### config.mk
export PLATFORM = sky130hd
export DESIGN_NAME = ordered_selection_sampler
export DESIGN_NICKNAME = d
export VERILOG_FILES = /design/src/oss_pkg.sv /design/src/ordered_selection_sampler.sv
export SDC_FILE = /design/constraint.sdc
export NUM_CORES = 1
export LEC_CHECK = 0
export BUFFER_PORTS_ARGS = -buffer_cell sky130_fd_sc_hd__buf_2
export CAP_MARGIN = 40
export CORE_MARGIN = 3
export CORE_UTILIZATION = 56
export DETAILED_ROUTE_END_ITERATION = 16
export GPL_TIMING_DRIVEN = 0
export PLACE_DENSITY = 0.81
export SETUP_SLACK_MARGIN = 0.5
export SLEW_MARGIN = 10
export SYNTH_ARGS = -nofsm -noshare
export SYNTH_HDL_FRONTEND = slang
export SYNTH_SLANG_ARGS = --single-unit
### constraint.sdc
create_clock -name clk -period 3.14 [get_ports clk]
set_input_delay 0 -clock clk [delete_from_list [all_inputs] [get_ports clk]]
set_output_delay 0 -clock clk [all_outputs]
set_load 0.01 [all_outputs]
### src/oss_pkg.sv
// shared types and constants for the ordered selection sampler
`timescale 1ns / 1ps

package oss_pkg;

    localparam int WORD_BITS      = 32;
    localparam int CNT_BITS       = $clog2(WORD_BITS);
    localparam int SEL_BITS       = 24;
    localparam int CFG_DATA_BITS  = 24;
    localparam int CFG_ADDR_BITS  = 2;
    localparam int DEF_INDEX_BITS = 24;
    localparam int TOTAL_RESET    = 16;

    typedef logic [CFG_ADDR_BITS-1:0] cfg_addr_t;

    localparam cfg_addr_t REG_TOTAL_COUNT = cfg_addr_t'(0);
    localparam cfg_addr_t REG_PICK_COUNT  = cfg_addr_t'(1);

    typedef struct packed {
        logic                 begin_run;
        logic [WORD_BITS-1:0] random_word;
    } in_word_t;

    typedef struct packed {
        logic [SEL_BITS-1:0] selected_index;
        logic                last_pick;
    } out_word_t;

endpackage

### src/ordered_selection_sampler.sv
// ordered selection sampler: picks m of n indices in ascending order, one position per word
// result: a deciding word's result follows 32 remainder steps in the shared restoring
//   subtractor and a decision; run-ending or idle words give none
// input: no new word is taken while a word is being decided, and a waiting result blocks the
//   decision; the next word is taken while a result still waits; ignored words: one per cycle
// reset: rst_n async active low; total_count = 16, pick_count = 0, no run, output empty
`timescale 1ns / 1ps

module ordered_selection_sampler
    import oss_pkg::*;
#(
    parameter int INDEX_BITS = DEF_INDEX_BITS
) (
    input  logic                     clk,
    input  logic                     rst_n,

    // configuration write channel
    input  logic                     cfg_valid,
    output logic                     cfg_ready,
    input  cfg_addr_t                cfg_addr,
    input  logic [CFG_DATA_BITS-1:0] cfg_data,

    // input words
    input  logic                     in_valid,
    output logic                     in_ready,
    input  in_word_t                 in_data,

    // result words
    output logic                     out_valid,
    input  logic                     out_ready,
    output out_word_t                out_data
);

    typedef logic [INDEX_BITS-1:0] idx_t;

    typedef enum logic [1:0] {
        ST_IDLE,
        ST_DIV,
        ST_FINISH
    } state_t;

    localparam logic [CNT_BITS-1:0] CNT_LAST = CNT_BITS'(WORD_BITS - 1);

    state_t              state_reg;
    logic                running_reg;
    idx_t                total_reg;
    idx_t                pick_reg;
    idx_t                position_reg;
    idx_t                picks_reg;
    logic [CNT_BITS-1:0] cnt_reg;
    logic                out_valid_reg;
    out_word_t           out_data_reg;

    // remainder datapath, no reset needed
    logic [WORD_BITS-1:0] word_reg;
    idx_t                 divisor_reg;
    idx_t                 rem_reg;
    idx_t                 rem_next;

    // accept-side decode
    idx_t pick_sat;
    idx_t pos_eff;
    idx_t picks_eff;
    logic run_eff;
    logic stop_now;
    idx_t left;

    // decision-side decode
    logic hit;
    idx_t pos_inc;
    idx_t picks_dec;
    logic run_end;
    logic out_busy;
    logic out_load;

    // shared restoring step
    logic [INDEX_BITS:0]   rem_shift;
    logic [INDEX_BITS+1:0] rem_diff;

    logic in_fire;

    assign cfg_ready = (state_reg == ST_IDLE);
    assign in_ready  = (state_reg == ST_IDLE);
    assign in_fire   = in_valid && in_ready;
    assign out_valid = out_valid_reg;
    assign out_data  = out_data_reg;
    assign out_busy  = out_valid_reg && !out_ready;
    assign out_load  = (state_reg == ST_FINISH) && hit && !out_busy;

    // begin_run reloads counters; pick count saturates to the live total
    always_comb
    begin
        pick_sat  = (pick_reg > total_reg) ? total_reg : pick_reg;
        pos_eff   = in_data.begin_run ? '0 : position_reg;
        picks_eff = in_data.begin_run ? pick_sat : picks_reg;
        run_eff   = in_data.begin_run || running_reg;
        stop_now  = (picks_eff == '0) || (pos_eff >= total_reg);
        left      = total_reg - pos_eff;
    end

    // one quotient bit per cycle: shift in the next word bit, subtract if it fits
    always_comb
    begin
        rem_shift = {rem_reg, word_reg[WORD_BITS-1]};
        rem_diff  = {1'b0, rem_shift} - {2'b00, divisor_reg};
        if (rem_diff[INDEX_BITS+1])
        begin
            rem_next = rem_shift[INDEX_BITS-1:0];
        end
        else
        begin
            rem_next = rem_diff[INDEX_BITS-1:0];
        end
    end

    // pick when remainder is below the picks still needed
    always_comb
    begin
        hit       = (rem_reg < picks_reg);
        pos_inc   = position_reg + idx_t'(1);
        picks_dec = hit ? (picks_reg - idx_t'(1)) : picks_reg;
        run_end   = (picks_dec == '0) || (pos_inc >= total_reg) || (pos_inc == '0);
    end

    always_ff @(posedge clk)
    begin
        unique case (state_reg)
            ST_IDLE:
            begin
                rem_reg     <= '0;
                word_reg    <= in_data.random_word;
                divisor_reg <= left;
            end
            ST_DIV:
            begin
                rem_reg  <= rem_next;
                word_reg <= {word_reg[WORD_BITS-2:0], 1'b0};
            end
            ST_FINISH:
            begin
                rem_reg <= rem_reg;
            end
            default:
            begin
                rem_reg <= rem_reg;
            end
        endcase
    end

    always_ff @(posedge clk or negedge rst_n)
    begin
        if (!rst_n)
        begin
            state_reg     <= ST_IDLE;
            running_reg   <= 1'b0;
            total_reg     <= idx_t'(TOTAL_RESET);
            pick_reg      <= '0;
            position_reg  <= '0;
            picks_reg     <= '0;
            cnt_reg       <= '0;
            out_valid_reg <= 1'b0;
            out_data_reg  <= '0;
        end
        else
        begin
            // config writes land only while idle; other indexes are dropped
            if (cfg_valid && cfg_ready)
            begin
                if (cfg_addr == REG_TOTAL_COUNT)
                begin
                    total_reg <= idx_t'(cfg_data);
                end
                else if (cfg_addr == REG_PICK_COUNT)
                begin
                    pick_reg <= idx_t'(cfg_data);
                end
            end

            // a new pick refills the output register in the cycle the old one leaves
            if (out_load)
            begin
                out_valid_reg <= 1'b1;
            end
            else if (out_valid_reg && out_ready)
            begin
                out_valid_reg <= 1'b0;
            end

            unique case (state_reg)
                ST_IDLE:
                begin
                    if (in_fire && run_eff)
                    begin
                        position_reg <= pos_eff;
                        picks_reg    <= picks_eff;
                        if (stop_now)
                        begin
                            running_reg <= 1'b0;
                        end
                        else
                        begin
                            running_reg <= 1'b1;
                            cnt_reg     <= '0;
                            state_reg   <= ST_DIV;
                        end
                    end
                end
                ST_DIV:
                begin
                    cnt_reg <= cnt_reg + 1'b1;
                    if (cnt_reg == CNT_LAST)
                    begin
                        state_reg <= ST_FINISH;
                    end
                end
                ST_FINISH:
                begin
                    // hold the decision until the output register is free
                    if (!(hit && out_busy))
                    begin
                        if (hit)
                        begin
                            out_data_reg.selected_index <= SEL_BITS'(position_reg);
                            out_data_reg.last_pick      <= (picks_dec == '0);
                        end
                        picks_reg    <= picks_dec;
                        position_reg <= pos_inc;
                        if (run_end)
                        begin
                            running_reg <= 1'b0;
                        end
                        state_reg <= ST_IDLE;
                    end
                end
                default:
                begin
                    state_reg <= ST_IDLE;
                end
            endcase
        end
    end

`ifndef SYNTHESIS
    // partial remainder always stays below the divisor
    a_rem_bound: assert property (@(posedge clk) disable iff (!rst_n)
        (state_reg == ST_DIV) |-> (rem_reg < divisor_reg))
        else $error("remainder not below divisor");

    // the remainder loop runs its full length before a decision
    a_div_length: assert property (@(posedge clk) disable iff (!rst_n)
        (state_reg == ST_DIV && cnt_reg != CNT_LAST) |=> (state_reg == ST_DIV))
        else $error("remainder loop cut short");

    // a live run always has picks outstanding
    a_run_picks: assert property (@(posedge clk) disable iff (!rst_n)
        running_reg |-> (picks_reg != '0))
        else $error("run active with no picks left");

    // a freshly loaded final pick ends the run
    a_last_ends: assert property (@(posedge clk) disable iff (!rst_n)
        ($rose(out_valid_reg) && out_data_reg.last_pick) |-> !running_reg)
        else $error("run still active after last pick");
`endif

endmodule

==> results of run 1 <==
how the worst max path moves through the flow:
stage          slack [ps]             from          end  cells past startpoint
2_1_floorplan         140     total_reg[1]  running_reg                     12
4_1_cts              -250     pick_reg[22]  running_reg                     12
3_5_place_dp         -610  position_reg[5]  running_reg                     15
5_1_grt              -580  position_reg[1]  running_reg                     14
3_3_place_gp         -490      in_data[32]   cnt_reg[3]                     17
6_report             -590    total_reg[16]   cnt_reg[3]                     14
Yosys cell counts (all sizes together), types with 10 or more instances:
master,instances
o22a,10
nor2,113
a21oi,114
nor3,40
nor4,16
nand4,29
nand2,242
a21o,22
nand2b,14
edfxtp,80
xor2,23
nor2b,17
o211ai,10
a22o,10
a211oi,20
ha,124
inv,103
nand3,37
a31oi,13
clkbuf,44
buf,20
dfrtp,129
xnor2,40
o21ai,97
mux2i,20
mux2,48
routing by layer:
metal / global-route usage, % / part of all wire (%) / vias up
met4: 23.9 / 10 / 2
li1: - / - / 6381
met3: 6.71 / 12 / 566
met5: 0 / 0.021 / -
met2: 63.9 / 45 / 1533
met1: 44.8 / 33 / 7394
worst register-to-register path: stages (launching register included):
cell and delay, ps:
dfrtp_1 420, inv_2 140, ha_4 340, nand3_4 100
nor4_4 370, buf_4 190, o41ai_4 80, buf_4 170
and3_4 160, or4_4 470, a311o_1 370, nor4_4 250
a21oi_2 140, buf_4 190, nor2_4 240
what timing repair did:
action / CTS / global route
endpoints found under the hold margin: 209 / 0
hold buffers: 59 / 0
pin swaps: 106 / 104
cloned: 9 / 5
setup buffers: 135 / 54
gates resized for setup: 295 / 212
setup endpoints to repair: 137 / 117
cell families (layout without fill, tap and decap cells):
| family | count (synthesis) | after routing | synth area share, % |
|---|---|---|---|
| AOI/OAI and AO/OA | 373 | 373 | 16.9 |
| other | 0 | 1 | 0 |
| muxes | 68 | 68 | 5.21 |
| xor gates and xnor gates | 63 | 63 | 3.88 |
| DFF | 210 | 210 | 39.8 |
| adders and majority gates | 126 | 126 | 11.2 |
| buffers and inverters | 167 | 570 | 4.68 |
| and+or+nand+nor | 553 | 554 | 18.3 |
final cells by class:
cell class | count | area (sq um)
Multi-Input combinational cell | 1184 | 9670
Sequential cell | 210 | 5680
Tap cell | 324 | 405
Timing Repair Buffer | 357 | 3050
Fill cell | 1181 | 3920
Buffer | 64 | 612
Antenna cell | 1 | 2.50
Clock inverter | 11 | 133
Clock buffer | 34 | 721
Timing Repair inverter | 1 | 5.00
Inverter | 103 | 400
power by group:
group	switching [W]	leakage, nW	internal (W)
logic	0.00945	6.27	0.00800
registers	0.000969	2.47	0.00425
clock network	0.00126	0.424	0.00185
metrics by stage:
stage | utilization [%] | instance area [sq um] | std cells | hold WS (ps)
finish | 84.1 | 20700 | 2289 | 92.0
global route | 84.1 | 20700 | 2289 | 97.5
CTS | 78.6 | 19300 | 2228 | 52.4
detailed placement | 62.8 | 15500 | 1980 | -11.2
global placement | 62.5 | 15400 | 1975 | 222
floorplan | - | 14500 | 1560 | -296
==> metrics.yaml, run 1 <==
status: "complete, but fails checks"
violations: "negative setup slack"
final_common_cell: "nand2_1"
synth_ff_type: "dfrtp_1"
drt-initial-drc-count: 2735
grt_pass1_vias: 14790
path_cells: "inv_2 > ha_4 > nand3_4 > nor4_4 > buf_4 > o41ai_4 > buf_4 > and3_4 > or4_4 > a311o_1 > nor4_4 > a21oi_2 > buf_4 > nor2_4"
synth.area.top_cells: "dfrtp_1 (23%), edfxtp_1 (17%), ha_1 (11%)"
largest_reg_flops: 32
ys_warn_count: 0
die_h_um: 165
drtPass1Iterations: 8
worst_path_most_repeated_cell: "buf_4"
slew_headroom_pct: 28.5
vias_per_cell: 6.94
peakVddDrop_mv: 0.867
crit_arrival_ps: 4150
critPathMaxStageDelay_ps: 470
drive_above_1_share_pct: 38.4
required_ps: 3570
grt_pass1_wl_um: 80600
antenna_found_initial: 2
max_cap_violations: 0
worst-setup-path-type: "reg2reg"
vias: 15876
clock_sinks: 210
place_hpwl_um: 32100
cts_root_buf: "clkbuf_16"
synth_edf_count: 80
hold_end: "state_reg[1]"
grt.overflow.total: 0
io_pins: 92
drc: 0
detail-route-antenna-nets: 0
yosysTopAreaCell: "dfrtp_1"
async_flop_share_pct: 61.9
netlist.area_leader.share_pct: 22.7
worstPathMaxFanout: 4
coreArea_sq_um: 24600
cts_buffers: 25
final-max-slew-violation-count: 0
final-setup-viol-count: 85
cp_slowest_cell: "or4_4"
p_per_area_nw_per_um2: 1250
grt_use_total_pct: 37.9
layout_common_cells: "nand2_1 (220), buf_4 (141), dfrtp_1 (108), ha_1 (93), buf_2 (92)"
wl_per_cell_um: 27.2
die_area_sq_um: 27300
r2r_cells: 14
gp_congestion: 0.972
pre_cts_ws_ps: -609
netlist_instances: 1560
endpoint_kind: "flip-flop"
fp-row-count: 57
rr_endpoint: "cnt_reg[3]"
numPortBuffers: 91
synth_seq_cells: 210
timing.final.hold_violations: 0
crit_family: "simple AND/OR/NAND/NOR gates"
htreeDepth: 1
synth.avg_cell_area_sq_um: 9.11
min_path_cells: 3
rsz0062_at_grt: "true"
clock_path_buffers: 3
nets: 2136
drt_wl_total_um: 62400
power_leakage_nw: 9.17
final.min_clock_period_ps: 3730
hp-class: "in2reg"
ys_seq_area_share_pct: 39.8
synth_nets: 1750
setup-tns-final_ps: -11670
timing.final.ws_setup_ps: -585
clock.fmax_mhz: 268
clkLatencyLatePin_ps: 540
synthDistinctLibCells: 84
start_kind: "flip-flop"
path_clk_slew_ps: 70
cts_tree: "built"
initial_core_util_pct: 57.8
finalPower_w: 0.0258
crit_buf_inv: 4
r2r-start: "total_reg[16]"
fin_skew_ps: 20.7
grt_start_max_net_pins: 81
post-route-period-util_pct: 119
r2r_setup_slack_ps: -590
synthToLayoutAreaGrowth_pct: 45.6
hp-start: "out_ready"
synthesis.area_sq_um: 14200
max_slew.worst_pin.slew_ps: 1070
die_x_um: 165
Power figures use the tool's default switching activity.
==> run 2, diff against run 1 <==
Settings changed: CORE_UTILIZATION 56 to 40, PLACE_DENSITY 0.81 to 0.63.
==> metrics.yaml, run 2 (same netlist as run 1, synthesis figures left out) <==
cts_root_buf: "clkbuf_16"
min_path_cells: 3
vias_per_cell: 5.72
post-route-period-util_pct: 107
slew_headroom_pct: 31.7
final-max-slew-violation-count: 0
grt_pass1_vias: 13279
crit_buf_inv: 2
clock.fmax_mhz: 297
regArea_sq_um: 5690
status: "complete, but fails checks"
start_kind: "flip-flop"
vias: 13568
final-setup-viol-count: 50
setup-tns-final_ps: -4370
critPathMaxStageDelay_ps: 390
path_cells: "ha_2 > and4_4 > nand4_1 > or2_2 > clkbuf_2 > nor2_2 > xnor2_1 > inv_1 > ha_1 > and4_1 > a2111oi_1 > o21ai_1 > a21oi_2 > a211o_1"
coreArea_sq_um: 34800
crit_cells: 14
multiInputGateArea_sq_um: 9350
drc: 0
drive_above_1_share_pct: 35.2
nets: 2095
crit_family: "simple AND/OR/NAND/NOR gates"
final.min_clock_period_ps: 3370
p_per_area_nw_per_um2: 1110
antenna_found_initial: 0
endpoint_kind: "flip-flop"
required_ps: 3630
drt_wl_total_um: 48400
die_x_um: 195
rsz0062_at_grt: "true"
grt_pass1_wl_um: 72900
fp-row-count: 68
timing.final.ws_setup_ps: -226
drt-initial-drc-count: 1095
clkLatencyLatePin_ps: 550
crit_arrival_ps: 3860
wl_per_cell_um: 20.4
drtPass1Iterations: 6
worst-setup-path-type: "reg2reg"
htreeDepth: 1
worstPathMaxFanout: 6
stdcell_area_sq_um: 20000
cp_slowest_cell: "a2111oi_1"
power_leakage_nw: 8.89
place_hpwl_um: 33200
grt.overflow.total: 0
fillers: 2837
die_area_sq_um: 37800
fin_skew_ps: 41.7
grt_use_total_pct: 24.0
io_pins: 92
grt_start_max_net_pins: 71
violations: "negative setup slack"
timing.final.hold_violations: 0
largest_reg_flops: 32
clock_sinks: 210
initial_core_util_pct: 40.8
peakVddDrop_mv: 0.621
clock_path_buffers: 3
path_clk_slew_ps: 60
cts_buffers: 25
placedInstanceArea_sq_um: 15600
synthToLayoutAreaGrowth_pct: 40.9
final_common_cell: "nand2_1"
layout_common_cells: "nand2_1 (217), buf_4 (124), dfrtp_1 (104), ha_1 (96), buf_2 (93)"
max_cap_violations: 0
numPortBuffers: 91
cts_tree: "built"
die_h_um: 195
hold_slack_ps: 11.1
hp-class: "in2reg"
detail-route-antenna-nets: 0
diodes: 0
postLayoutCoreUtil_pct: 57.5
max_slew.worst_pin.slew_ps: 1020
r2r_cells: 14
gp_congestion: 0.967
## run 2: cell count changes in the layout (fill, tap and decap cells not counted), sizes merged
| cell | change |
|---|---|
| nand2 | -1 |
| bufinv | -1 |
| buf | -40 |
| clkdlybuf4s18 | +1 |
| diode | -1 |
| dlygate4sd3 | -2 |
| clkinv | -5 |
| nor2 | +1 |
| inv | +1 |
## run 2: routing by layer
| layer | vias to the layer above | track usage, % | share of wire (%) | wire, um |
|---|---|---|---|---|
| met5 | - | 0 | 0 | 0 |
| met2 | 518 | 41.0 | 49 | 23500 |
| li1 | 6303 | - | - | - |
| met1 | 6582 | 30.4 | 41 | 19700 |
| met3 | 165 | 2.62 | 5.0 | 2430 |
| met4 | 0 | 11.4 | 5.7 | 2740 |
## run 2: worst paths after layout
check / start / to / slack [ps]
setup / recovery: position_reg[1] / running_reg / -230
hold / removal: cfg_addr[1] / pick_reg[19] / 10
setup reg to reg: position_reg[1] / running_reg / -230
hold reg to reg: out_data[0] / out_data[0] / 490
max in group asynchronous: rst_n / total_reg[4] / 2290
min in group asynchronous: rst_n / out_data[22] / 30
## run 2: per-stage QoR
step	worst slack, ps	power [W]	cells
after floorplan	141	0.0122	1560
after global placement	-606	0.0145	2106
after detailed placement	-679	0.0148	2112
after CTS	-216	0.0203	2313
after global routing	-386	0.0235	2373
final	-226	0.0222	2373
## run 2: worst min-delay path, stage by stage
cell,delay [ps]
buf_2,80
nand4b_1,240
mux2_2,200
## run 2: cell type report
class / instances / area share (%)
Multi-Input combinational cell: 1184 / 46.7
Clock inverter: 6 / 0.425
Clock buffer: 34 / 3.44
Buffer: 64 / 2.92
Inverter: 103 / 1.99
Timing Repair inverter: 1 / 0.0250
Tap cell: 455 / 2.84
Timing Repair Buffer: 316 / 13.3
Sequential cell: 210 / 28.4
## run 2: power by group
part	leakage (nW)	switching (W)	internal, W
clock network	0.375	0.00117	0.00168
logic	6.05	0.00768	0.00656
registers	2.47	0.000812	0.00426
total	8.89	0.00966	0.0125
## run 2: what timing repair did
action | 4_1_cts | 5_1_grt
cloned | 11 | 3
gates resized for setup | 229 | 196
hold buffers | 57 | 0
endpoints found under the setup margin | 162 | 139
setup buffers | 93 | 57
pin swaps | 95 | 87
endpoints found under the hold margin | 149 | 0
==> run 3, diff against run 2 <==
Settings changed: PLACE_DENSITY 0.63 to default, PLACE_DENSITY_LB_ADDON from default to 0.15.
==> metrics.yaml, run 3 (same netlist as run 1, synthesis figures left out) <==
fillers: 2883
final.min_clock_period_ps: 3340
multiInputGateArea_sq_um: 9410
cts_root_buf: "clkbuf_16"
crit_arrival_ps: 3770
setup-tns-final_ps: -1630
diodes: 0
clock_path_buffers: 3
required_ps: 3570
min_path_cells: 3
vias: 13490
clock_sinks: 210
initial_core_util_pct: 40.8
r2r_cells: 13
drc: 0
status: "complete, but fails checks"
place_hpwl_um: 33700
post-route-period-util_pct: 106
path_clk_slew_ps: 60
coreArea_sq_um: 34800
grt_start_max_net_pins: 84
vias_per_cell: 5.60
regArea_sq_um: 5680
die_x_um: 195
nets: 2123
synthToLayoutAreaGrowth_pct: 44.3
die_h_um: 195
endpoint_kind: "flip-flop"
hp-start: "cfg_addr[1]"
grt_pass1_vias: 13410
io_pins: 92
rsz0062_at_grt: "true"
detail-route-antenna-nets: 0
timing.final.ws_setup_ps: -199
layout_common_cells: "nand2_1 (224), buf_4 (127), dfrtp_1 (111), ha_1 (99), buf_2 (93)"
hold_slack_ps: 35.0
slew_headroom_pct: 34.3
grt.overflow.total: 0
largest_reg_flops: 32
drt_wl_total_um: 48800
drt-initial-drc-count: 1010
r2r_setup_slack_ps: -200
hold_end: "pick_reg[22]"
drive_above_1_share_pct: 35.2
finalPower_w: 0.0233
wl_per_cell_um: 20.3
cts_buffers: 26
grt_pass1_wl_um: 73800
start_kind: "flip-flop"
postLayoutCoreUtil_pct: 58.9
max_slew.worst_pin.slew_ps: 985
worst-setup-path-type: "reg2reg"
rr_endpoint: "running_reg"
r2r-start: "total_reg[10]"
pre_cts_ws_ps: -654
power_leakage_nw: 9.17
grt_use_total_pct: 24.5
final-setup-viol-count: 24
violations: "negative setup slack"
max_cap_violations: 0
gp_congestion: 0.913
fp-row-count: 68
final_common_cell: "nand2_1"
drtPass1Iterations: 5
htreeDepth: 1
cts_tree: "built"
final-max-slew-violation-count: 0
peakVddDrop_mv: 0.537
clock.fmax_mhz: 299
die_area_sq_um: 37800
clkLatencyLatePin_ps: 550
timing.final.hold_violations: 0
p_per_area_nw_per_um2: 1140
antenna_found_initial: 0
fin_skew_ps: 28.8
worstPathMaxFanout: 5
numPortBuffers: 91
hp-class: "in2reg"
==> run 3: cell types whose count changed in the layout (fill, tap and decap cells not counted), moves of 6 or more <==
cell	previous run	this run
dfrtp_1	104	111
buf_6	31	54
mux2_4	10	19
clkbuf_1	25	31
o21ai_2	21	15
a21oi_2	43	49
dfrtp_2	25	18
mux2_2	38	29
nand2_1	217	224
==> run 3: timing repair <==
action,in CTS,in global routing
setup buffers,127,48
pin swaps,65,85
cloned,11,2
hold buffers,59,0
resized for setup,249,199
setup endpoints to repair,142,126
endpoints found under the hold margin,209,0
==> run 3: metal layers <==
metal	vias up	GRT usage [%]	routed length [um]
li1	6366	-	-
met1	6478	31.3	20300
met2	496	40.8	23100
met3	150	2.96	2530
met4	0	12.4	2820
met5	-	0	0
==> run 3: cell type report <==
type                       instances  share of cell area, %
timing repair buffer             344                   14.5
timing repair inverter             1                 0.0244
multi-input combinational       1183                   45.9
clock inverter                     8                  0.561
buffer                            64                   2.90
tap                              455                   2.78
clock buffer                      40                   3.73
inverter                         103                   1.98
sequential                       210                   27.7
==> run 3: critical path, stage by stage, from the launching register on <==
cell	delay [ps]
dfrtp_1	370
inv_2	80
ha_4	270
nand4_1	190
a211oi_2	370
o41ai_4	140
buf_4	160
and3_4	170
or4_1	460
a311o_1	370
nor4_4	140
buf_4	180
a21oi_4	70
a211o_1	240
==> run 3: worst max path at each step <==
| stage | end | slack [ps] | start |
|---|---|---|---|
| after floorplan | running_reg | 140 | total_reg[1] |
| after global placement | running_reg | -610 | position_reg[5] |
| after detailed placement | running_reg | -650 | position_reg[5] |
| after CTS | running_reg | -220 | total_reg[4] |
| after global routing | running_reg | -350 | position_reg[5] |
| final | running_reg | -200 | total_reg[10] |
==> run 3: stage by stage <==
stage	instances	area (sq um)
CTS	2358	19400
finish	2408	20500
floorplan	1560	14500
global route	2408	20500
global placement	2106	15500
detailed placement	2113	15600
==> run 3: report_power, final <==
group	switching [W]	internal (W)	leakage, nW
Sequential	0.000802	0.00425	2.48
Combinational	0.00790	0.00725	6.26
Clock	0.00120	0.00191	0.426
Total	0.00991	0.0134	9.17
